### config.mk
export PLATFORM = sky130hd
export DESIGN_NAME = csrspmv_back
export DESIGN_NICKNAME = d
export VERILOG_FILES = /design/src/sv/csrspmv_pkg.sv /design/src/sv/csrspmv_back.sv
export SDC_FILE = /design/constraint.sdc
export NUM_CORES = 2
export LEC_CHECK = 0
export ABC_CLOCK_PERIOD_IN_PS = 22000
export CAP_MARGIN = 20
export CORE_UTILIZATION = 61
export CTS_CLUSTER_SIZE = 24
export DETAILED_ROUTE_END_ITERATION = 16
export DONT_BUFFER_PORTS = 1
export PLACE_DENSITY = 0.86
export SYNTH_ARGS = -nofsm -noshare
export SYNTH_HDL_FRONTEND = slang
export SYNTH_SLANG_ARGS = --single-unit
### constraint.sdc
create_clock -name clk -period 22 [get_ports clk]
set_input_delay 0 -clock clk [delete_from_list [all_inputs] [get_ports clk]]
set_output_delay 0 -clock clk [all_outputs]
set_load 0.01 [all_outputs]
### src/sv/csrspmv_pkg.sv
// Types, constants and float helpers for the CSR SpMV core
package csrspmv_pkg;

  localparam int VecDepthDefault = 1024;
  localparam int ValueW = 32;
  localparam int QDepth = 4;
  localparam int QAddrW = $clog2(QDepth);
  localparam int QCntW = $clog2(QDepth + 1);

  localparam logic [1:0] MODE_LOAD = 2'd0;
  localparam logic [1:0] MODE_NONZERO = 2'd1;
  localparam logic [1:0] MODE_CLOSE = 2'd2;

  localparam logic [31:0] CANON_NAN = 32'h7FC0_0000;

  typedef struct packed {
    logic [1:0]  mode;
    logic [9:0]  index;
    logic [31:0] value;
  } in_t;

  typedef struct packed {
    logic [31:0] row_sum;
    logic [15:0] row_number;
  } out_t;

  // queue entry: close marker or a nonzero with its vector operand
  typedef struct packed {
    logic        close;
    logic [31:0] mval;
    logic [31:0] xval;
  } op_t;

  typedef struct packed {
    logic valid;
    op_t  op;
  } q_beat_t;

  typedef enum logic [1:0] {
    B_IDLE,
    B_MNORM,
    B_ADD,
    B_ANORM
  } bstate_t;

  // right shift with the lost bits folded into bit 0
  function automatic logic [47:0] shr_sticky(input logic [47:0] m, input logic [10:0] sh);
    logic [47:0] r;
    logic [47:0] mask;
    mask = '0;
    if (sh >= 11'd48) begin
      r = {47'b0, |m};
    end else begin
      r = m >> sh;
      mask = ~({48{1'b1}} << sh);
      r[0] = r[0] | (|(m & mask));
    end
    return r;
  endfunction

  // m has its leading one at bit 47, value 1.f * 2^(x-127); round to nearest even
  function automatic logic [31:0] round_pack(input logic s, input logic signed [10:0] x,
                                             input logic [47:0] m);
    logic [47:0] mm;
    logic [23:0] keep;
    logic g;
    logic st;
    logic rnd;
    logic [24:0] sum;
    logic signed [11:0] e;
    logic [31:0] res;
    if (x >= 11'sd1) mm = m;
    else mm = shr_sticky(m, 11'(11'sd1 - x));
    keep = mm[47:24];
    g = mm[23];
    st = |mm[22:0];
    rnd = g & (st | keep[0]);
    sum = {1'b0, keep} + {24'b0, rnd};
    e = {x[10], x} + {11'b0, sum[24]};
    if (x >= 11'sd1) begin
      if (e >= 12'sd255) res = {s, 8'hFF, 23'b0};
      else res = {s, e[7:0], (sum[24] ? sum[23:1] : sum[22:0])};
    end else begin
      // subnormal; a carry into bit 23 lands on the smallest normal
      res = {s, 7'b0, sum[23], sum[22:0]};
    end
    return res;
  endfunction

  // final fine shift (top byte is nonzero) then round
  function automatic logic [31:0] norm_round(input logic s, input logic signed [10:0] x,
                                             input logic [47:0] m);
    logic [2:0] lz;
    lz = 3'd7;
    for (int i = 0; i < 8; i++) begin
      if (m[40+i]) lz = 3'(7 - i);
    end
    return round_pack(s, x - signed'({8'b0, lz}), m << lz);
  endfunction

endpackage

### src/sv/csrspmv_back.sv
// Back end: float multiply, row accumulate, close-row result register
module csrspmv_back import csrspmv_pkg::*; (
  input  logic    clk,
  input  logic    rst,
  input  q_beat_t head,
  output logic    pop,
  output logic    result_valid,
  input  logic    result_stall,
  output out_t    result
);

  bstate_t state;
  bstate_t state_next;

  logic [47:0]        mant;
  logic signed [10:0] xexp;
  logic               sgn;
  logic               spec;
  logic [31:0]        spec_bits;
  logic [31:0]        prod;
  logic [31:0]        acc;
  logic [15:0]        row_ctr;

  logic        out_free;
  logic        take_mul;
  logic        take_close;
  logic        norm_more;
  logic [31:0] rnd_bits;

  // multiply operands
  logic [7:0]         ea, eb, eae, ebe;
  logic [23:0]        ma, mb;
  logic               a_nan, b_nan, a_inf, b_inf, a_zero, b_zero;
  logic               m_sgn;
  logic               m_spec;
  logic [31:0]        m_bits;
  logic [47:0]        m_prod;
  logic signed [10:0] m_x;

  // add operands
  logic               a_swap;
  logic [31:0]        lop, sop;
  logic [7:0]         le, se, lee, see, a_d;
  logic [23:0]        lm, sm;
  logic               l_nan, s_nan, l_inf, s_inf;
  logic [47:0]        a_big, a_al, a_sum;
  logic signed [10:0] a_x;
  logic               a_spec;
  logic [31:0]        a_bits;

  assign out_free = !result_valid || !result_stall;
  assign norm_more = !spec && (mant[47:40] == 8'd0);
  assign rnd_bits = spec ? spec_bits : norm_round(sgn, xexp, mant);

  always_comb begin
    state_next = state;
    case (state)
      B_IDLE: begin
        if (head.valid && !head.op.close) state_next = B_MNORM;
      end
      B_MNORM: begin
        if (!norm_more) state_next = B_ADD;
      end
      B_ADD: begin
        state_next = B_ANORM;
      end
      B_ANORM: begin
        if (!norm_more) state_next = B_IDLE;
      end
      default: state_next = B_IDLE;
    endcase
  end

  always_comb begin
    take_mul = 1'b0;
    take_close = 1'b0;
    case (state)
      B_IDLE: begin
        take_mul = head.valid && !head.op.close;
        take_close = head.valid && head.op.close && out_free;
      end
      default: ;
    endcase
  end

  assign pop = take_mul || take_close;

  always_ff @(posedge clk) begin
    if (rst) state <= B_IDLE;
    else state <= state_next;
  end

  // multiply: unpack, specials, 24x24 mantissa product
  always_comb begin
    ea = head.op.mval[30:23];
    eb = head.op.xval[30:23];
    ma = {(ea != 8'd0), head.op.mval[22:0]};
    mb = {(eb != 8'd0), head.op.xval[22:0]};
    eae = (ea == 8'd0) ? 8'd1 : ea;
    ebe = (eb == 8'd0) ? 8'd1 : eb;
    a_nan = (ea == 8'hFF) && (head.op.mval[22:0] != 23'd0);
    b_nan = (eb == 8'hFF) && (head.op.xval[22:0] != 23'd0);
    a_inf = (ea == 8'hFF) && (head.op.mval[22:0] == 23'd0);
    b_inf = (eb == 8'hFF) && (head.op.xval[22:0] == 23'd0);
    a_zero = (head.op.mval[30:0] == 31'd0);
    b_zero = (head.op.xval[30:0] == 31'd0);
    m_sgn = head.op.mval[31] ^ head.op.xval[31];
    m_spec = 1'b1;
    if (a_nan || b_nan || (a_inf && b_zero) || (b_inf && a_zero)) m_bits = CANON_NAN;
    else if (a_inf || b_inf) m_bits = {m_sgn, 8'hFF, 23'd0};
    else if (a_zero || b_zero) m_bits = {m_sgn, 31'd0};
    else begin
      m_bits = 32'd0;
      m_spec = 1'b0;
    end
    m_prod = ma * mb;
    m_x = signed'({3'b0, eae}) + signed'({3'b0, ebe}) - 11'sd126;
  end

  // add: order by magnitude, align the smaller one, add or subtract
  always_comb begin
    a_swap = prod[30:0] > acc[30:0];
    lop = a_swap ? prod : acc;
    sop = a_swap ? acc : prod;
    le = lop[30:23];
    se = sop[30:23];
    lm = {(le != 8'd0), lop[22:0]};
    sm = {(se != 8'd0), sop[22:0]};
    lee = (le == 8'd0) ? 8'd1 : le;
    see = (se == 8'd0) ? 8'd1 : se;
    a_d = lee - see;
    l_nan = (le == 8'hFF) && (lop[22:0] != 23'd0);
    s_nan = (se == 8'hFF) && (sop[22:0] != 23'd0);
    l_inf = (le == 8'hFF) && (lop[22:0] == 23'd0);
    s_inf = (se == 8'hFF) && (sop[22:0] == 23'd0);
    a_big = {1'b0, lm, 23'd0};
    a_al = shr_sticky({1'b0, sm, 23'd0}, {3'b0, a_d});
    a_sum = (lop[31] ^ sop[31]) ? (a_big - a_al) : (a_big + a_al);
    a_x = signed'({3'b0, lee}) + 11'sd1;
    a_spec = 1'b1;
    if (l_nan || s_nan || (l_inf && s_inf && (lop[31] != sop[31]))) a_bits = CANON_NAN;
    else if (l_inf) a_bits = lop;
    else if (a_sum == 48'd0) a_bits = {lop[31] & sop[31], 31'd0};  // exact cancel is +0
    else begin
      a_bits = 32'd0;
      a_spec = 1'b0;
    end
  end

  always_ff @(posedge clk) begin
    case (state)
      B_IDLE: begin
        if (take_mul) begin
          mant <= m_prod;
          xexp <= m_x;
          sgn <= m_sgn;
          spec <= m_spec;
          spec_bits <= m_bits;
        end
      end
      B_MNORM: begin
        if (norm_more) begin
          mant <= mant << 8;
          xexp <= xexp - 11'sd8;
        end else begin
          prod <= rnd_bits;
        end
      end
      B_ADD: begin
        mant <= a_sum;
        xexp <= a_x;
        sgn <= lop[31];
        spec <= a_spec;
        spec_bits <= a_bits;
      end
      B_ANORM: begin
        if (norm_more) begin
          mant <= mant << 8;
          xexp <= xexp - 11'sd8;
        end
      end
      default: ;
    endcase
  end

  always_ff @(posedge clk) begin
    if (rst) begin
      acc <= 32'd0;
      row_ctr <= 16'd0;
    end else if (take_close) begin
      acc <= 32'd0;
      row_ctr <= row_ctr + 16'd1;
    end else if ((state == B_ANORM) && !norm_more) begin
      acc <= rnd_bits;
    end
  end

  always_ff @(posedge clk) begin
    if (rst) result_valid <= 1'b0;
    else if (take_close) result_valid <= 1'b1;
    else if (!result_stall) result_valid <= 1'b0;
  end

  always_ff @(posedge clk) begin
    if (take_close) begin
      result.row_sum <= acc;
      result.row_number <= row_ctr;
    end
  end

endmodule

Word-level counts from Yosys, hierarchy flattened
Index checks and enable logic that the tools add are counted.
{"block": "totals", "in_bits": 69, "ff_bits": 224, "output_inout_bits": 50}
{"block": "op_classes", "order_cmp": 5, "addsub": 12, "eq_ne": 14, "reduce_logical": 64, "shifts": 5, "mul": 1, "bitwise": 12, "n_mux": 53}
{"op": "$mux 32", "n": 10}
{"op": "$mux 48", "n": 6}
{"op": "$pmux 48 s3", "n": 1}
{"op": "$reduce_or 48->1", "n": 3}
{"op": "$not 48->48", "n": 2}
{"op": "$logic_not 23->1", "n": 4}
{"op": "$reduce_bool 23->1", "n": 4}
{"op": "$pmux 32 s2", "n": 1}
{"op": "$logic_not 31->1", "n": 2}
{"op": "$mux 31", "n": 2}
{"op": "$add 47x48->48", "n": 1}
{"op": "$and 47x48->48", "n": 1}
{"op": "$and 48x48->48", "n": 1}
{"op": "$logic_not 48->1", "n": 1}
{"op": "$mul 24x24->48", "n": 1}
{"op": "$shl 48x11->48 const A", "n": 1}
{"op": "$shl 48x3->48", "n": 1}
{"op": "$shl 48x8->48 const A", "n": 1}
{"op": "$shr 47x8->48", "n": 1}
{"op": "$shr 48x11->48", "n": 1}
{"op": "$sub 47x48->48", "n": 1}
{"op": "$logic_not 8->1", "n": 5}
{"op": "$pmux 11 s3", "n": 1}
{"op": "$eq 8x8->1 const B", "n": 4}
{"op": "43 further kinds", "n": 110}

Logic depth before layout (Yosys ltp)
{"block": "depth", "ltp_word": 25, "ltp_mapped": 56, "mapped_depth_nobuf": 46}

Worst setup path before layout
OpenSTA, ideal clock, no wires.
{"block": "synth_path", "kind": "register -> register", "startpoint": "reg acc[30]", "endpoint": "reg spec_bits[31], data pin", "synth_period_minus_slack_ns": 10.807, "setup_slack_ns": 11.193, "setup_ns": 0.180, "arrival_time_ns": 10.627, "path_stages_with_launch": 56, "n_path_buf": 10, "cell_sequence": "dfxtp_1 -> inv_1 -> ha_1 -> and4_1 -> and3_1 -> nand2_1 -> a31o_2 -> a21oi_4 -> buf_8 -> buf_12 -> buf_8 -> clkbuf_1 -> clkbuf_1 -> clkbuf_1 -> nor2_1 -> a21oi_1 -> nand4_1 -> nor4_1 -> [20 not listed] -> inv_1 -> a21oi_1 -> o21ai_0 -> a21oi_1 -> o21bai_1 -> a21oi_1 -> o211ai_1 -> a311oi_1 -> or3_1 -> a32oi_1 -> mux2i_1 -> o31a_1 -> o311ai_0 -> or4_1 -> or4_1 -> nor4_1 -> nand4_1 -> o41ai_2"}
{"block": "synth_between", "elab_chain_cells": 18, "elab_cells_between_ends": 44}
{"element": "start, declared", "line_no": "csrspmv_back.sv:21", "source": "logic [31:0] acc;"}
{"element": "start signal, assigned", "line_no": "csrspmv_back.sv:194", "source": "acc <= rnd_bits;"}
{"element": "$gt 31x31->1", "line_no": "csrspmv_back.sv:122", "source": "a_swap = prod[30:0] > acc[30:0];"}
{"element": "$mux 32, on equally long branches", "line_no": "csrspmv_back.sv:123, csrspmv_back.sv:124"}
{"element": "$logic_not 8->1, on equally long branches", "line_no": "csrspmv_back.sv:129, csrspmv_back.sv:130"}
{"element": "$mux 8, on equally long branches", "line_no": "csrspmv_back.sv:129, csrspmv_back.sv:130"}
{"element": "$sub 8x8->8", "line_no": "csrspmv_back.sv:131", "source": "a_d = lee - see;"}
{"element": "$shl 48x8->48", "line_no": "csrspmv_pkg.sv:55", "source": "mask = ~({48{1'b1}} << sh);"}
{"element": "$not 48->48", "line_no": "csrspmv_pkg.sv:55"}
{"element": "$and 47x48->48", "line_no": "csrspmv_pkg.sv:56", "source": "r[0] = r[0] | (|(m & mask));"}
{"element": "[2 not listed]"}
{"element": "$mux 48", "line_no": "csrspmv_pkg.sv:51", "source": "if (sh >= 11'd48) begin"}
{"element": "$add 47x48->48 / $sub 47x48->48 (equally long branches)", "line_no": "csrspmv_back.sv:138", "source": "a_sum = (lop[31] ^ sop[31]) ? (a_big - a_al) : (a_big + a_al);"}
{"element": "$mux 48", "line_no": "csrspmv_back.sv:138"}
{"element": "$logic_not 48->1", "line_no": "csrspmv_back.sv:143", "source": "else if (a_sum == 48'd0) a_bits = {lop[31] & sop[31], 31'd0};"}
{"element": "$mux 32", "line_no": "csrspmv_back.sv:143"}
{"element": "$mux 32", "line_no": "csrspmv_back.sv:142", "source": "else if (l_inf) a_bits = lop;"}
{"element": "$mux 32 (*)", "line_no": "csrspmv_back.sv:141", "source": "if (l_nan || s_nan || (l_inf && s_inf && (lop[31] != sop[31]))) a_bits = CANON_NAN;"}
{"element": "$pmux 32 s2 (*)", "line_no": "csrspmv_back.sv:151", "source": "case (state)"}
{"element": "end signal, assigned", "line_no": "csrspmv_back.sv:158", "source": "spec_bits <= m_bits;"}
{"element": "end signal, assigned", "line_no": "csrspmv_back.sv:174", "source": "spec_bits <= a_bits;"}
{"element": "end, declared", "line_no": "csrspmv_back.sv:19", "source": "logic [31:0] spec_bits;"}
Mark *: on every way between the ends. The rest lies on a longest branch, timed or not.
A chain may end at the register's enable or synchronous reset.

Worst setup path in the final report
{"block": "layout_path", "startpoint": "reg prod[8]", "endpoint": "reg spec_bits[31], data pin"}
{"block": "layout_between", "elab_chain_cells": 18, "elab_cells_between_ends": 44}
{"element": "start, declared", "line_no": "csrspmv_back.sv:20", "source": "logic [31:0] prod;"}
{"element": "start signal, assigned", "line_no": "csrspmv_back.sv:166", "source": "prod <= rnd_bits;"}
{"element": "$gt 31x31->1", "line_no": "csrspmv_back.sv:122"}
{"element": "$mux 32, on equally long branches", "line_no": "csrspmv_back.sv:123, csrspmv_back.sv:124"}
{"element": "$logic_not 8->1, on equally long branches", "line_no": "csrspmv_back.sv:129, csrspmv_back.sv:130"}
{"element": "$mux 8, on equally long branches", "line_no": "csrspmv_back.sv:129, csrspmv_back.sv:130"}
{"element": "$sub 8x8->8", "line_no": "csrspmv_back.sv:131"}
{"element": "$shl 48x8->48", "line_no": "csrspmv_pkg.sv:55"}
{"element": "$not 48->48", "line_no": "csrspmv_pkg.sv:55"}
{"element": "$and 47x48->48", "line_no": "csrspmv_pkg.sv:56"}
{"element": "[2 not listed]"}
{"element": "$mux 48", "line_no": "csrspmv_pkg.sv:51"}
{"element": "$add 47x48->48 / $sub 47x48->48 (equally long branches)", "line_no": "csrspmv_back.sv:138"}
{"element": "$mux 48", "line_no": "csrspmv_back.sv:138"}
{"element": "$logic_not 48->1", "line_no": "csrspmv_back.sv:143"}
{"element": "$mux 32", "line_no": "csrspmv_back.sv:143"}
{"element": "$mux 32", "line_no": "csrspmv_back.sv:142"}
{"element": "$mux 32 (*)", "line_no": "csrspmv_back.sv:141"}
{"element": "$pmux 32 s2 (*)", "line_no": "csrspmv_back.sv:151"}
Marks and branches as above.

==> flow_metrics.tcl <==
set metrics [dict create \
    run_status "finished with violations" \
    failed_checks "hold timing" \
    ys.flop_type "edfxtp_1" \
    drc 0 \
    worst_pin_slew_ns 1.26 \
    dp_slack_ns 8.75 \
    crit_path_start "prod[8]" \
    max_slew_margin 0.152 \
    drive_gt1_frac 0.0588 \
    multi_input_area_um2 34500 \
    final.setup.tns_ns 0 \
    ys_types 104 \
    grt_overflow 0 \
    area_growth_syn_to_layout_pct 4.00 \
    period_share 0.626 \
    firstDrtPassIters 7 \
    nets 5979 \
    start_util 0.617 \
    wl_um 173000 \
    clock_latency_ns 0.57 \
    hold_viol 3 \
    hold_class "primary input to flop" \
    post-dp-hpwl_um 134000 \
    cp.arrival_ns 14.15 \
    cts_sinks 224 \
    drtIter0Drc 5876 \
    rr_worst_depth 44 \
    crit_buf_inv 6 \
    slowest_stage "fa_4" \
    rsz0062_at_grt "false" \
    async_flop_share 0 \
    antenna_found_initial 7 \
    cp.required_ns 22.38 \
    yosysWarnings 0 \
    numCtsBuffers 25 \
    cp-endpoint "spec_bits[31]" \
    num_rows 98 \
    seq_area_frac_synth 0.141 \
    final_max_slew_viol_count 0 \
    synthCells 5318 \
    n_fill_cell 5992 \
    yosys-top-cells-area "fa_1 22%, edfxtp_1 12%, ha_1 8.3%" \
    setup-violations-final 0 \
    seqCellArea_um2 6220 \
    core_area_um2 71600 \
    final_antenna_net_count 0 \
    die_area_um2 73500 \
    path_class "flop to flop" \
    wire_per_inst_um 28.4 \
    gp_congestion 1.09 \
    synth_edf_count 173 \
    netlist.top_cell.by_area "fa_1" \
    grt_max_degree 88 \
    port_buffers 0 \
    grt_pass1_wl_um 259000 \
    grt_pass1_vias 41700 \
    cpPeakStageDelay_ns 0.94 \
    gr-usage-all-layers 0.465 \
    timing.fmax_mhz 72.7 \
    syn_area_um2 44200 \
    die_x_um 271 \
    clk_pin_slew_worst_paths_ns 0.07 \
    yosys_register_bits 224 \
    r2r-start "prod[8]" \
    h-tree-depth 1 \
    path_depth 44 \
    root_buffer "clkbuf_16" \
    num_vias 42600 \
    hold_buffers 13 \
    maxCapViolCount 0 \
    fp.dieH_um 271 \
    synth_commonest_cells "731 x nand2_1, 626 x inv_1, 486 x fa_1, 311 x a21oi_1, 301 x nor2_1" \
    timing.hold.ws_ns -0.00249 \
    finalClockSkew_ns 0.0302 \
    io_pins 119 \
    end_kind "flop" \
    crit_fanout 70 \
    post_cts_buffers 0 \
    cts_tree "done" \
    synthMostInstantiatedCell "nand2_1" \
    timing.final.ws_setup_ns 8.24 \
    synth_top_area_frac 0.220 \
    cp-start-kind "flop" \
    post_drt_via_cell_ratio 6.99 \
    fin_crit_ns 13.76 \
    cts_buffer_depth 3 \
    cts_resized 0 \
    r2r_setup_slack_ns 8.24 \
    timing.rr.end "spec_bits[31]" \
    avgSynthCellArea_um2 8.30 \
    path_delay_family "compound AO/OA/AOI/OAI gates" \
]
## cell type report
type                       instances  share of cell area
multi-input combinational       4143               0.751
clock buffer                      30              0.0142
clock inverter                    16             0.00379
timing repair buffer             103              0.0183
antenna                            3            0.000163
tap                              950              0.0259
sequential                       224               0.135
inverter                         633              0.0517
## per-layer routing
metal	GRT usage	share of wire	vias to the layer above
met1	0.609	0.37	20600
met4	0.265	0.068	2
met5	0	0.000075	-
met3	0.123	0.13	732
met2	0.696	0.43	3309
li1	-	-	18000
## registers in the layout (all words and copies together) (netlist names)
register and count:
mant 48, result 48, acc 32, prod 32, spec_bits 32, row_ctr 16, xexp 11, state 2
result_valid 1, sgn 1, spec 1
## cell families after synthesis
logic type | Yosys count | synth area share
xor+xnor | 153 | 0.0303
flops | 224 | 0.141
compound gates | 1115 | 0.169
mux | 252 | 0.0734
other cells | 1 | 0.0000849
simple gates | 1817 | 0.198
fa+ha+maj | 784 | 0.304
buf+inv | 972 | 0.0846
## worst register-to-register path, delay by kind of cell, from the launching register on
family                   cells  cell delay [ns]
AO/OA/AOI/OAI               20             6.02
adder cells (fa/ha/maj)      4             1.73
buffers and inverters        6             1.65
flip-flops                   1             0.60
multiplexers                 4             1.15
AND/OR/NAND/NOR             10             2.42
## per-stage QoR
stage / hold slack, ns / std cells / util / instance area, um2
6_report: -0.00249 / 6102 / 0.641 / 45900
5_1_grt: 0.00810 / 6099 / 0.641 / 45900
4_1_cts: 0.00603 / 6093 / 0.640 / 45800
3_5_place_dp: 0.0793 / 6034 / 0.627 / 44900
3_3_place_gp: 0.0750 / 6034 / 0.627 / 44900
2_1_floorplan: 0.109 / 5339 / - / 44200
## cells in the final DEF (no fill, tap or decap), types with 34 or more instances in the layout
master | synthesis | routed
nand2_1 | 731 | 731
inv_1 | 626 | 626
fa_1 | 486 | 484
a21oi_1 | 311 | 308
nor2_1 | 301 | 298
ha_1 | 294 | 291
and2_1 | 231 | 231
o21ai_0 | 214 | 203
edfxtp_1 | 173 | 173
mux2i_1 | 152 | 152
nand3_1 | 99 | 99
nor3_1 | 99 | 97
buf_4 | 1 | 85
xnor2_1 | 87 | 84
nand4_1 | 65 | 65
nor4_1 | 65 | 63
xor2_1 | 66 | 63
a211oi_1 | 54 | 53
dfxtp_1 | 51 | 51
mux4_2 | 50 | 50
mux2_2 | 48 | 48
a221oi_1 | 48 | 48
a21o_1 | 43 | 43
and3_1 | 39 | 39
o31ai_1 | 37 | 37
nand2b_1 | 37 | 37
a31oi_1 | 34 | 34
## worst min path at each step
stage          depth (start not counted)       endpoint      from  slack, ns
6_report                               3   spec_bits[8]  head[65]     -0.002
5_1_grt                                3  spec_bits[16]  head[65]      0.008
4_1_cts                                1   spec_bits[9]  head[64]      0.006
3_5_place_dp                           1   result_valid       rst       0.08
3_3_place_gp                           1   result_valid       rst       0.08
2_1_floorplan                          1            pop  head[64]       0.11
Power is not shown: default switching activity piles up to over one toggle a cycle in this logic, so the estimate is an artifact.
