**config.mk**
```make
export PLATFORM = sky130hd
export DESIGN_NAME = csrspmv_fifo
export DESIGN_NICKNAME = d
export VERILOG_FILES = /design/src/sv/csrspmv_pkg.sv /design/src/sv/csrspmv_fifo.sv
export SDC_FILE = /design/constraint.sdc
export NUM_CORES = 1
export LEC_CHECK = 0
export ABC_AREA = 1
export BUFFER_PORTS_ARGS = -buffer_cell sky130_fd_sc_hd__buf_4
export CORE_AREA = 3 3 207 189
export CTS_CLUSTER_DIAMETER = 50
export CTS_CLUSTER_SIZE = 12
export DETAILED_ROUTE_END_ITERATION = 7
export DIE_AREA = 0 0 210 192
export HOLD_SLACK_MARGIN = 0.06
export PLACE_DENSITY = 0.5
export SETUP_SLACK_MARGIN = 0.3
export SLEW_MARGIN = 20
export SYNTH_ARGS = -nofsm -noshare
export SYNTH_HDL_FRONTEND = slang
export SYNTH_SLANG_ARGS = --single-unit
export TNS_END_PERCENT = 5
```
**constraint.sdc**
```tcl
create_clock -name clk -period 2.2 [get_ports clk]
set_input_delay 0.44 -clock clk [delete_from_list [all_inputs] [get_ports clk]]
set_output_delay 0.44 -clock clk [all_outputs]
set_load 0.05 [all_outputs]
```
**src/sv/csrspmv_pkg.sv**
```systemverilog
// Types, constants and float helpers for the CSR SpMV core
package csrspmv_pkg;

  localparam int VecDepthDefault = 1024;
  localparam int ValueW = 32;
  localparam int QDepth = 4;
  localparam int QAddrW = $clog2(QDepth);
  localparam int QCntW = $clog2(QDepth + 1);

  localparam logic [1:0] MODE_LOAD = 2'd0;
  localparam logic [1:0] MODE_NONZERO = 2'd1;
  localparam logic [1:0] MODE_CLOSE = 2'd2;

  localparam logic [31:0] CANON_NAN = 32'h7FC0_0000;

  typedef struct packed {
    logic [1:0]  mode;
    logic [9:0]  index;
    logic [31:0] value;
  } in_t;

  typedef struct packed {
    logic [31:0] row_sum;
    logic [15:0] row_number;
  } out_t;

  // queue entry: close marker or a nonzero with its vector operand
  typedef struct packed {
    logic        close;
    logic [31:0] mval;
    logic [31:0] xval;
  } op_t;

  typedef struct packed {
    logic valid;
    op_t  op;
  } q_beat_t;

  typedef enum logic [1:0] {
    B_IDLE,
    B_MNORM,
    B_ADD,
    B_ANORM
  } bstate_t;

  // right shift with the lost bits folded into bit 0
  function automatic logic [47:0] shr_sticky(input logic [47:0] m, input logic [10:0] sh);
    logic [47:0] r;
    logic [47:0] mask;
    mask = '0;
    if (sh >= 11'd48) begin
      r = {47'b0, |m};
    end else begin
      r = m >> sh;
      mask = ~({48{1'b1}} << sh);
      r[0] = r[0] | (|(m & mask));
    end
    return r;
  endfunction

  // m has its leading one at bit 47, value 1.f * 2^(x-127); round to nearest even
  function automatic logic [31:0] round_pack(input logic s, input logic signed [10:0] x,
                                             input logic [47:0] m);
    logic [47:0] mm;
    logic [23:0] keep;
    logic g;
    logic st;
    logic rnd;
    logic [24:0] sum;
    logic signed [11:0] e;
    logic [31:0] res;
    if (x >= 11'sd1) mm = m;
    else mm = shr_sticky(m, 11'(11'sd1 - x));
    keep = mm[47:24];
    g = mm[23];
    st = |mm[22:0];
    rnd = g & (st | keep[0]);
    sum = {1'b0, keep} + {24'b0, rnd};
    e = {x[10], x} + {11'b0, sum[24]};
    if (x >= 11'sd1) begin
      if (e >= 12'sd255) res = {s, 8'hFF, 23'b0};
      else res = {s, e[7:0], (sum[24] ? sum[23:1] : sum[22:0])};
    end else begin
      // subnormal; a carry into bit 23 lands on the smallest normal
      res = {s, 7'b0, sum[23], sum[22:0]};
    end
    return res;
  endfunction

  // final fine shift (top byte is nonzero) then round
  function automatic logic [31:0] norm_round(input logic s, input logic signed [10:0] x,
                                             input logic [47:0] m);
    logic [2:0] lz;
    lz = 3'd7;
    for (int i = 0; i < 8; i++) begin
      if (m[40+i]) lz = 3'(7 - i);
    end
    return round_pack(s, x - signed'({8'b0, lz}), m << lz);
  endfunction

endpackage

```
**src/sv/csrspmv_fifo.sv**
```systemverilog
// Short operation queue between front and back
module csrspmv_fifo import csrspmv_pkg::*; (
  input  logic             clk,
  input  logic             rst,
  input  q_beat_t          push,
  input  logic             pop,
  output q_beat_t          head,
  output logic [QCntW-1:0] count
);

  op_t               mem [QDepth];
  logic [QAddrW-1:0] wp;
  logic [QAddrW-1:0] rp;

  always_ff @(posedge clk) begin
    if (rst) begin
      wp <= '0;
      rp <= '0;
      count <= '0;
    end else begin
      if (push.valid) wp <= wp + 1'b1;
      if (pop) rp <= rp + 1'b1;
      count <= count + QCntW'(push.valid) - QCntW'(pop);
    end
  end

  always_ff @(posedge clk) begin
    if (push.valid) mem[wp] <= push.op;
  end

  always_comb begin
    head.valid = (count != '0);
    head.op = mem[rp];
  end

endmodule

```
After elaboration in Yosys (flattened, before gate mapping)
Memories as Yosys holds them, arrays and structs flattened. A register that Yosys moved wholly into a read port is not among the register bits.
Index checks and enable logic that the tools add are counted.
{ "classes": {"mux": 4, "addsub": 4, "n_reduce_logical": 1} }
{ "op_table": {"columns": ["operator", "n"], "rows": [
  ["2-bit by 1-bit adder with 2-bit output (second input constant)", 2],
  ["2-bit two-way mux", 2],
  ["3-bit by 1-bit adder with 3-bit output", 1],
  ["3-bit nonzero test", 1],
  ["3-bit by 1-bit subtractor with 3-bit output", 1],
  ["1-bit two-way mux", 2]
]} }
{ "word_totals": {"mem_bits_rw": 260, "word_cells": 13, "regBits": 7, "mem_count": 1, "out_inout_bits": 69} }
{ "mem_list": {"columns": ["name", "words", "word_bits", "rd", "rd_clocked_by_memory_dff", "write_ports", "line_no", "source"], "rows": [
  ["mem", 4, 65, 1, 1, 1, "csrspmv_fifo.sv:11", "op_t mem [QDepth];"]
]} }

Longest topological paths before layout
Gate-level depths: netlist of the first run.
{ "depth": {"ltp_word": 3, "mapped_depth": 8} }

Least setup slack after synthesis of the first run
Ideal clock, no wire load.
{ "synth_path": {"path_type": "register to register", "startpoint": "register wp[0]", "endpoint": "memory mem[2][0] (netlist name), enable pin", "setup_time_ns": 0.419, "period_less_slack_ns": 2.271, "setup_slack_ns": -0.071, "arrival_ns": 1.852, "path_stages_with_launch": 5, "n_path_buf": 0, "path_cell_list": "dfxtp_1 > inv_1 > ha_1 > nand2_1 > inv_1"} }
{ "synth_lines": {"columns": ["element", "line_no", "source"], "rows": [
  ["start, declared", "csrspmv_fifo.sv:12", "logic [QAddrW-1:0] wp;"],
  ["start signal, assigned", "csrspmv_fifo.sv:21", "if (push.valid) wp <= wp + 1'b1;"],
  ["end, declared", "csrspmv_fifo.sv:11", null]
]} }
Straight into the memory's write port.

==> flow_metrics.env, run 1 <==
export IMPL_ir_worst_vdd_uv=516
export IMPL_area_growth_syn_to_layout_pct=34.4
export IMPL_die_width_um=210
export IMPL_viasPerCell=4.41
export IMPL_grt_max_degree=35
export IMPL_cts_tree="yes"
export IMPL_fp_dieH_um=192
export IMPL_initial_core_util_pct=29.8
export IMPL_finalSetupViolations=16
export IMPL_drive_gt1_share_pct=33.0
export IMPL_ant_nets=0
export IMPL_multiInputGateArea_mm2=0.00231
export IMPL_fin_ws_ns=-0.0345
export IMPL_fin_nets=1085
export IMPL_port_buffers=137
export IMPL_synth_cells=813
export IMPL_n_fill_cell=3488
export IMPL_fin_skew_ns=0.0163
export IMPL_dpl_cell_area_mm2=0.0128
export IMPL_worstSetupPathType="flop to output pin"
export IMPL_leakagePower_nw=5.66
export IMPL_grt_pass1_vias=6577
export IMPL_worstSetupStartpointType="flop"
export IMPL_hold_viol_final=0
export IMPL_antenna_found_initial=0
export IMPL_cts_sinks=269
export IMPL_violations="setup timing"
export IMPL_cellPowerDensity_mw_per_mm2=873
export IMPL_cp_data_arrival_time_ns=1.79
export IMPL_design_power_total_mw=13.0
export IMPL_diodes=0
export IMPL_preCtsSetupSlack_ns=0.438
export IMPL_avgSynthCellArea_um2=13.6
export IMPL_row_count=67
export IMPL_place_hpwl_um=13100
export IMPL_cts_path_max_buffers=3
export IMPL_final_max_slew_viol_count=0
export IMPL_clk_latency_ns=0.55
export IMPL_holdCritPathClass="input pin to flop"
export IMPL_yosys_warnings=0
export IMPL_dieArea_mm2=0.0403
export IMPL_min_period_ns=2.23
export IMPL_drt_iter0_drc=294
export IMPL_cts_reportedPaths_clkPinSlew_ns=0.06
export IMPL_rsz0062_at_grt="yes"
export IMPL_wl_um=25000
export IMPL_status="finished, violations left"
export IMPL_worst_pin_slew_ns=0.261
export IMPL_grt_remaining_overflow=0
export IMPL_drt_wirelength_per_cell_um=16.6
export IMPL_grt_pass1_wl_um=37400
export IMPL_dr_pass1_iters=4
export IMPL_core_region_area_mm2=0.0371
export IMPL_htree_levels=1
export IMPL_gp_congestion=0.658
export IMPL_track_usage_pct=11.9
export IMPL_fin_worst_hold_slack_ns=0.0941
export IMPL_fmax_mhz=448
export IMPL_endpoint_kind="output pin"
export IMPL_yosys_cell_types_count=20
export IMPL_cts_buffers=30
export IMPL_ioPinCount=138
export IMPL_slew_headroom_pct=82.6
export IMPL_drc=0
export IMPL_period_share_pct=102
export IMPL_final_area_mm2=0.0149
export IMPL_syn_area_mm2=0.0111
export IMPL_ys_ff_latch=269
export IMPL_ys_seq_area_share_pct=72.1
export IMPL_seq_area_mm2=0.00800
export IMPL_vias=6654
export IMPL_synth_net_count=889
export IMPL_final_util_pct=40.1
export IMPL_required_ns=1.76
export IMPL_root_buffer="clkbuf_16"
export IMPL_path_max_fanout=31
export IMPL_cap_viol_max_count=0
export IMPL_reg2reg_slack_ns=0.65
flip-flops by register name, indices dropped and copies added (netlist names), named ones only:
name,flops
rp,2
wp,2
mem,260
count,3
where the power goes:
part | switching [mW] | leakage (nW) | internal [mW]
Combinational | 1.50 | 2.75 | 0.897
Clock | 1.91 | 0.445 | 2.77
Sequential | 0.0693 | 2.46 | 5.86
Yosys cell counts (all sizes together):
cell type | instances | area (um2)
o21ai | 69 | 345
o211ai | 65 | 813
nand2 | 138 | 518
nand3 | 2 | 10.0
clkbuf | 3 | 15.0
nor2 | 3 | 11.3
inv | 146 | 548
edfxtp | 260 | 7810
fa | 1 | 20.0
ha | 6 | 75.1
buf | 40 | 342
dfxtp | 9 | 180
a21oi | 71 | 393
layout by cell type (no fill, tap or decap), drive strengths merged:
master / n
a21oi: 71
buf: 172
bufbuf: 2
bufinv: 2
clkbuf: 41
clkinv: 9
clkinvlp: 5
dfxtp: 9
dlygate4sd3: 27
edfxtp: 260
fa: 1
ha: 6
inv: 144
nand2: 138
nand3: 2
nor2: 3
o211ai: 65
o21ai: 69
repair_timing:
item,CTS,global route
gates cloned,9,7
setup endpoints to repair,65,65
pin swaps,18,24
hold buffers,27,0
resized for setup,99,49
buffers inserted,5,3
hold endpoints to repair,96,0
worst paths after layout:
path,depth (start not counted),to,start
worst max-delay path,6,head[6],flop
worst max register to register,7,count[2],count[0]
worst min-delay path,1,mem[0][55],push[55]
worst min register to register,2,flop,rp[1]
metrics by stage:
stage	setup TNS, ns	std cells
6_report	-0.296	1509
5_1_grt	-6.09	1509
4_1_cts	-3.43	1499
3_5_place_dp	0	1409
3_3_place_gp	0	1409
2_1_floorplan	0	813
area by class of cell:
class / instances / area share (%)
Clock buffer: 35 / 5.31
Clock inverter: 14 / 0.832
Inverter: 146 / 3.78
Multi-Input combinational cell: 355 / 15.5
Sequential cell: 269 / 53.7
Tap cell: 483 / 4.06
Timing Repair Buffer: 207 / 16.8
worst max-delay path, stage by stage, from the launching register on:
cell and delay, ns:
dfxtp_4 0.39, buf_12 0.15, buf_16 0.18, a21oi_1 0.14, o21ai_0 0.09, nand2_1 0.09, buf_6 0.17
per-layer routing:
metal  wire length [um]  GRT usage (%)
met1              11600           16.1
met2              11700           19.5
met3               1300           2.92
met4                453           2.46
met5                  0              0
cell families (layout without fill, tap and decap cells):
family,Yosys count,after routing,share of synthesized area [%]
DFF,269,269,72.1
AOI/OAI and AO/OA,205,205,14.0
and+or+nand+nor,143,143,4.87
buffers and inverters,189,402,8.17
adders and majority gates,7,7,0.858
(Power assumes the default switching activity.)
==> run 2, diff against run 1 <==
- ABC_AREA: 1 -> default
- CORE_AREA: 3 3 207 189 -> 3 3 196 178
- CTS_CLUSTER_SIZE: 12 -> default
- DIE_AREA: 0 0 210 192 -> 0 0 199 181
==> flow_metrics.env, run 2 <==
export IMPL_path_max_fanout=7
export IMPL_synthFlopType="edfxtp_1"
export IMPL_yosys_area_top_type_share_pct=79.2
export IMPL_worstSetupPathType="flop to output pin"
export IMPL_finalNonFillerCells=1005
export IMPL_fmax_mhz=416
export IMPL_gp_congestion=0.632
export IMPL_grt_remaining_overflow=0
export IMPL_drt_iter0_drc=175
export IMPL_endpoint_kind="output pin"
export IMPL_worstSetupStartpointType="flop"
export IMPL_finalSetupViolations=65
export IMPL_place_hpwl_um=12100
export IMPL_reg2reg_from="count[0]"
export IMPL_synthTopCellsByCount="edfxtp_1, mux4_2, dfxtp_1"
export IMPL_yosysMostFrequentCell="edfxtp_1"
export IMPL_area_growth_syn_to_layout_pct=31.0
export IMPL_synth_net_count=456
export IMPL_dieArea_mm2=0.0360
export IMPL_ir_worst_vdd_uv=620
export IMPL_top_regs="mem x260, count x3"
export IMPL_required_ns=1.76
export IMPL_yosys_area_top_type="edfxtp_1"
export IMPL_rsz0062_at_grt="yes"
export IMPL_violations="setup timing"
export IMPL_ant_nets=0
export IMPL_hold_viol_final=0
export IMPL_largest_reg_flops=260
export IMPL_vias=4499
export IMPL_slew_headroom_pct=67.0
export IMPL_cts_reportedPaths_clkPinSlew_ns=0.06
export IMPL_dpl_cell_area_mm2=0.0115
export IMPL_cp_data_arrival_time_ns=1.97
export IMPL_holdCritPathClass="input pin to flop"
export IMPL_reg2reg_depth=7
export IMPL_drc=0
export IMPL_initial_core_util_pct=29.8
export IMPL_min_period_ns=2.41
export IMPL_track_usage_pct=11.3
export IMPL_cts_sinks=269
export IMPL_ys_ff_latch=269
export IMPL_viasPerCell=4.48
export IMPL_core_region_area_mm2=0.0330
export IMPL_final_max_slew_viol_count=0
export IMPL_grt_pass1_wl_um=30900
export IMPL_row_count=63
export IMPL_leakagePower_nw=4.35
export IMPL_cap_viol_max_count=0
export IMPL_port_buffers=137
export IMPL_mostFrequentLayoutCell="edfxtp_1"
export IMPL_cellPowerDensity_mw_per_mm2=1000
export IMPL_cts_tree="yes"
export IMPL_dp_cells=939
export IMPL_dr_pass1_iters=4
export IMPL_wl_um=20300
export IMPL_yosys_warnings=0
export IMPL_cp_endpoint="head[24]"
export IMPL_synthArstFlopShare_pct=0
export IMPL_clk_latency_ns=0.53
export IMPL_r2r_end="count[2]"
export IMPL_grt_max_degree=36
export IMPL_fin_skew_ns=0.0103
export IMPL_yosys_top_cells_area="edfxtp_1, mux4_2, dfxtp_1, buf_12, ha_1"
export IMPL_syn_area_mm2=0.00986
export IMPL_htree_levels=1
export IMPL_reg2reg_slack_ns=0.58
export IMPL_avgSynthCellArea_um2=25.9
export IMPL_synth_cells=380
export IMPL_status="finished, violations left"
export IMPL_regMostFlops="mem"
export IMPL_fp_dieH_um=181
export IMPL_cts_buffers=31
export IMPL_drt_wirelength_per_cell_um=20.2
export IMPL_yosys_cell_types_count=21
export IMPL_worst_pin_slew_ns=0.494
export IMPL_fin_ws_ns=-0.206
export IMPL_drive_gt1_share_pct=47.3
export IMPL_grt_pass1_vias=5168
export IMPL_most_common_layout_cells="edfxtp_1, buf_4, buf_6"
export IMPL_synth_edf_count=260
export IMPL_ioPinCount=138
export IMPL_root_buffer="clkbuf_16"
export IMPL_cts_path_max_buffers=3
export IMPL_diodes=0
export IMPL_period_share_pct=109
export IMPL_final_area_mm2=0.0129
export IMPL_n_fill_cell=2946
export IMPL_die_width_um=199
export IMPL_ys_seq_area_share_pct=81.0
export IMPL_fin_nets=635
export IMPL_antenna_found_initial=0
run 2: final cells by class:
| cell class | count | area, um2 | share of cell area, % |
|---|---|---|---|
| flip-flops and latches | 269 | 8000 | 61.9 |
| repair buffers | 160 | 1690 | 13.1 |
| clock buffers | 37 | 798 | 6.18 |
| inverters | 6 | 22.5 | 0.174 |
| multi-input cells | 91 | 1710 | 13.2 |
| clock inverters | 20 | 175 | 1.36 |
| well taps | 422 | 528 | 4.09 |
run 2: report_power, final:
| part | leakage [nW] | internal (mW) | switching (mW) |
|---|---|---|---|
| Sequential | 2.46 | 5.89 | 0.0700 |
| Combinational | 1.42 | 0.888 | 1.28 |
| Clock | 0.467 | 2.84 | 1.98 |
| Total | 4.35 | 9.62 | 3.33 |
run 2: critical path, cell delays in order, from the launching register on:
cell	delay, ns
dfxtp_4	0.41
buf_6	0.15
buf_16	0.14
mux4_2	0.54
buf_6	0.18
run 2: timing repair:
action                                  4_1_cts  5_1_grt
buffers inserted                              5        0
hold buffers                                  1        0
endpoints found under the setup margin       65       66
endpoints found under the hold margin         4        0
pin swaps                                     0        1
cloned                                        2        1
gates resized for setup                      71        3
run 2: cells by family (layout without fill, tap and decap cells):
kind of cell	Yosys count	count (layout)	synth area share, %
flops	269	269	81.0
mux	66	66	15.0
buf+inv	20	223	1.78
simple gates	13	13	0.711
fa+ha+maj	7	7	0.965
xor+xnor	3	3	0.419
compound gates	2	2	0.152
run 2: worst min-delay path by stage:
stage                         from    endpoint  slack [ns]  depth (start not counted)
after floorplan              rp[1]        flop        0.49                          2
after global routing       push[0]   mem[3][0]        0.06                          1
after CTS                 push[22]  mem[2][22]        0.06                          1
after global placement       rp[0]        flop        0.51                          2
final                     push[21]  mem[1][21]         0.1                          1
after detailed placement     rp[0]        flop        0.54                          2
run 2: per-layer routing:
layer  part of all wire [%]  vias to the layer above  GRT usage (%)  wire length [um]
met1                     41                     2375           14.1              8370
met4                    2.6                        0           2.84               529
met2                     51                      111           19.6             10300
li1                       -                     1979              -                 -
met3                    5.2                       34           2.98              1050
met5                      0                        -              0                 0
run 2: metrics by stage:
stage | setup TNS [ns] | total power, mW | util (%) | hold slack [ns] | setup WS [ns]
2_1_floorplan | -56.03 | 7.37 | - | 0.492 | -0.300
3_3_place_gp | 0 | 8.01 | 34.9 | 0.509 | 0.257
3_5_place_dp | 0 | 8.05 | 34.9 | 0.538 | 0.240
4_1_cts | -14.08 | 13.1 | 39.0 | 0.0605 | -0.281
5_1_grt | -16.48 | 13.5 | 39.1 | 0.0638 | -0.294
6_report | -10.76 | 12.9 | 39.1 | 0.0984 | -0.206
==> run 3, diff against run 2 <==
- PLACE_DENSITY: 0.5 -> 0.49
- clock period: 2.2 -> 2.8 ns (I/O delays scaled with it)
==> flow_metrics.env, run 3 (synthesis gave the netlist of run 2 again) <==
export IMPL_fin_ws_ns=0.240
export IMPL_viasPerCell=4.49
export IMPL_hold_viol_final=0
export IMPL_fin_skew_ns=0.00651
export IMPL_diodes=0
export IMPL_rsz0062_at_grt="yes"
export IMPL_drt_wirelength_per_cell_um=20.9
export IMPL_fmax_mhz=391
export IMPL_cellPowerDensity_mw_per_mm2=799
export IMPL_status="finished clean"
export IMPL_initial_core_util_pct=29.8
export IMPL_regMostFlops="mem"
export IMPL_cap_viol_max_count=0
export IMPL_endpoint_kind="output pin"
export IMPL_required_ns=2.24
export IMPL_final_area_mm2=0.0129
export IMPL_final_util_pct=39.1
export IMPL_worstSetupPathType="flop to output pin"
export IMPL_htree_levels=1
export IMPL_leakagePower_nw=4.37
export IMPL_die_width_um=199
export IMPL_final_max_slew_viol_count=0
export IMPL_fp_dieH_um=181
export IMPL_worstSetupStartpointType="flop"
export IMPL_cts_tree="yes"
export IMPL_dr_pass1_iters=4
export IMPL_top_regs="mem x260, count x3"
export IMPL_worst_pin_slew_ns=0.356
export IMPL_most_common_layout_cells="edfxtp_1, buf_4, mux4_2"
export IMPL_cts_sinks=269
export IMPL_core_region_area_mm2=0.0330
export IMPL_cts_reportedPaths_clkPinSlew_ns=0.06
export IMPL_ant_nets=0
export IMPL_holdCritPathClass="input pin to flop"
export IMPL_area_growth_syn_to_layout_pct=30.9
export IMPL_root_buffer="clkbuf_16"
export IMPL_grt_max_degree=36
export IMPL_multiInputGateArea_mm2=0.00171
export IMPL_cp_data_arrival_time_ns=2.00
export IMPL_grt_pass1_wl_um=30700
export IMPL_dpl_cell_area_mm2=0.0115
export IMPL_period_share_pct=91.4
export IMPL_dieArea_mm2=0.0360
export IMPL_drt_iter0_drc=208
export IMPL_ioPinCount=138
export IMPL_drc=0
export IMPL_min_period_ns=2.56
export IMPL_cts_buffers=31
export IMPL_largest_reg_flops=260
export IMPL_grt_pass1_vias=5056
export IMPL_row_count=63
export IMPL_ir_worst_vdd_uv=533
export IMPL_place_hpwl_um=12000
export IMPL_finalSetupTns_ns=0
export IMPL_preCtsSetupSlack_ns=0.518
export IMPL_wl_um=21000
export IMPL_slew_headroom_pct=76.2
export IMPL_port_buffers=137
export IMPL_grt_remaining_overflow=0
export IMPL_path_max_fanout=7
export IMPL_clk_latency_ns=0.55
export IMPL_drive_gt1_share_pct=48.6
export IMPL_seq_area_mm2=0.00800
export IMPL_n_fill_cell=2959
export IMPL_fin_nets=637
export IMPL_vias=4516
export IMPL_cts_path_max_buffers=3
export IMPL_antenna_found_initial=0
export IMPL_track_usage_pct=11.2
export IMPL_gp_congestion=0.666
export IMPL_mostFrequentLayoutCell="edfxtp_1"
export IMPL_finalSetupViolations=0
[run 3: critical path, cell delays in order, from the launching register on]
cell	delay [ns]
dfxtp_4	0.39
buf_12	0.16
buf_16	0.16
mux4_2	0.55
buf_6	0.18
[run 3: layout make-up]
class / count / area share [%]
Clock buffer: 34 / 6.10
Clock inverter: 22 / 1.83
Inverter: 6 / 0.175
Multi-Input combinational cell: 91 / 13.2
Sequential cell: 269 / 62.0
Tap cell: 422 / 4.09
Timing Repair Buffer: 162 / 12.6
[run 3: layer usage]
metal | part of all wire (%) | track usage [%] | vias up
met5 | 0 | 0 | -
met4 | 2.6 | 2.78 | 0
met3 | 6.1 | 3.34 | 39
met2 | 50 | 19.2 | 122
met1 | 41 | 14.0 | 2374
li1 | - | - | 1981
[run 3: per-stage QoR]
step | hold WS, ns | total power [mW] | std cells
6_report | 0.210 | 10.3 | 1006
5_1_grt | 0.174 | 10.8 | 1006
4_1_cts | 0.167 | 10.3 | 997
3_5_place_dp | 0.532 | 6.31 | 938
3_3_place_gp | 0.506 | 6.28 | 938
2_1_floorplan | 0.492 | 5.79 | 380
[run 3: repair_timing]
action	CTS	global route
cloned	0	7
buffers inserted	3	2
endpoints found under the setup margin	65	65
resized for setup	0	53
hold buffers	0	0
[run 3: power by group]
| group | switching, mW | internal (mW) | total (mW) |
|---|---|---|---|
| registers | 0.0590 | 4.63 | 4.69 |
| logic | 1.00 | 0.669 | 1.67 |
| clock network | 1.56 | 2.40 | 3.96 |
[run 3: final timing paths]
| check | startpoint | end | slack [ns] | depth (start not counted) |
|---|---|---|---|---|
| setup reg to reg | wp[1] | mem[0][60] | 1.11 | 4 |
| setup / recovery | flop | head[23] | 0.24 | 4 |
| hold / removal | push[45] | mem[3][45] | 0.21 | 1 |
| hold reg to reg | rp[0] | flop | 0.54 | 2 |
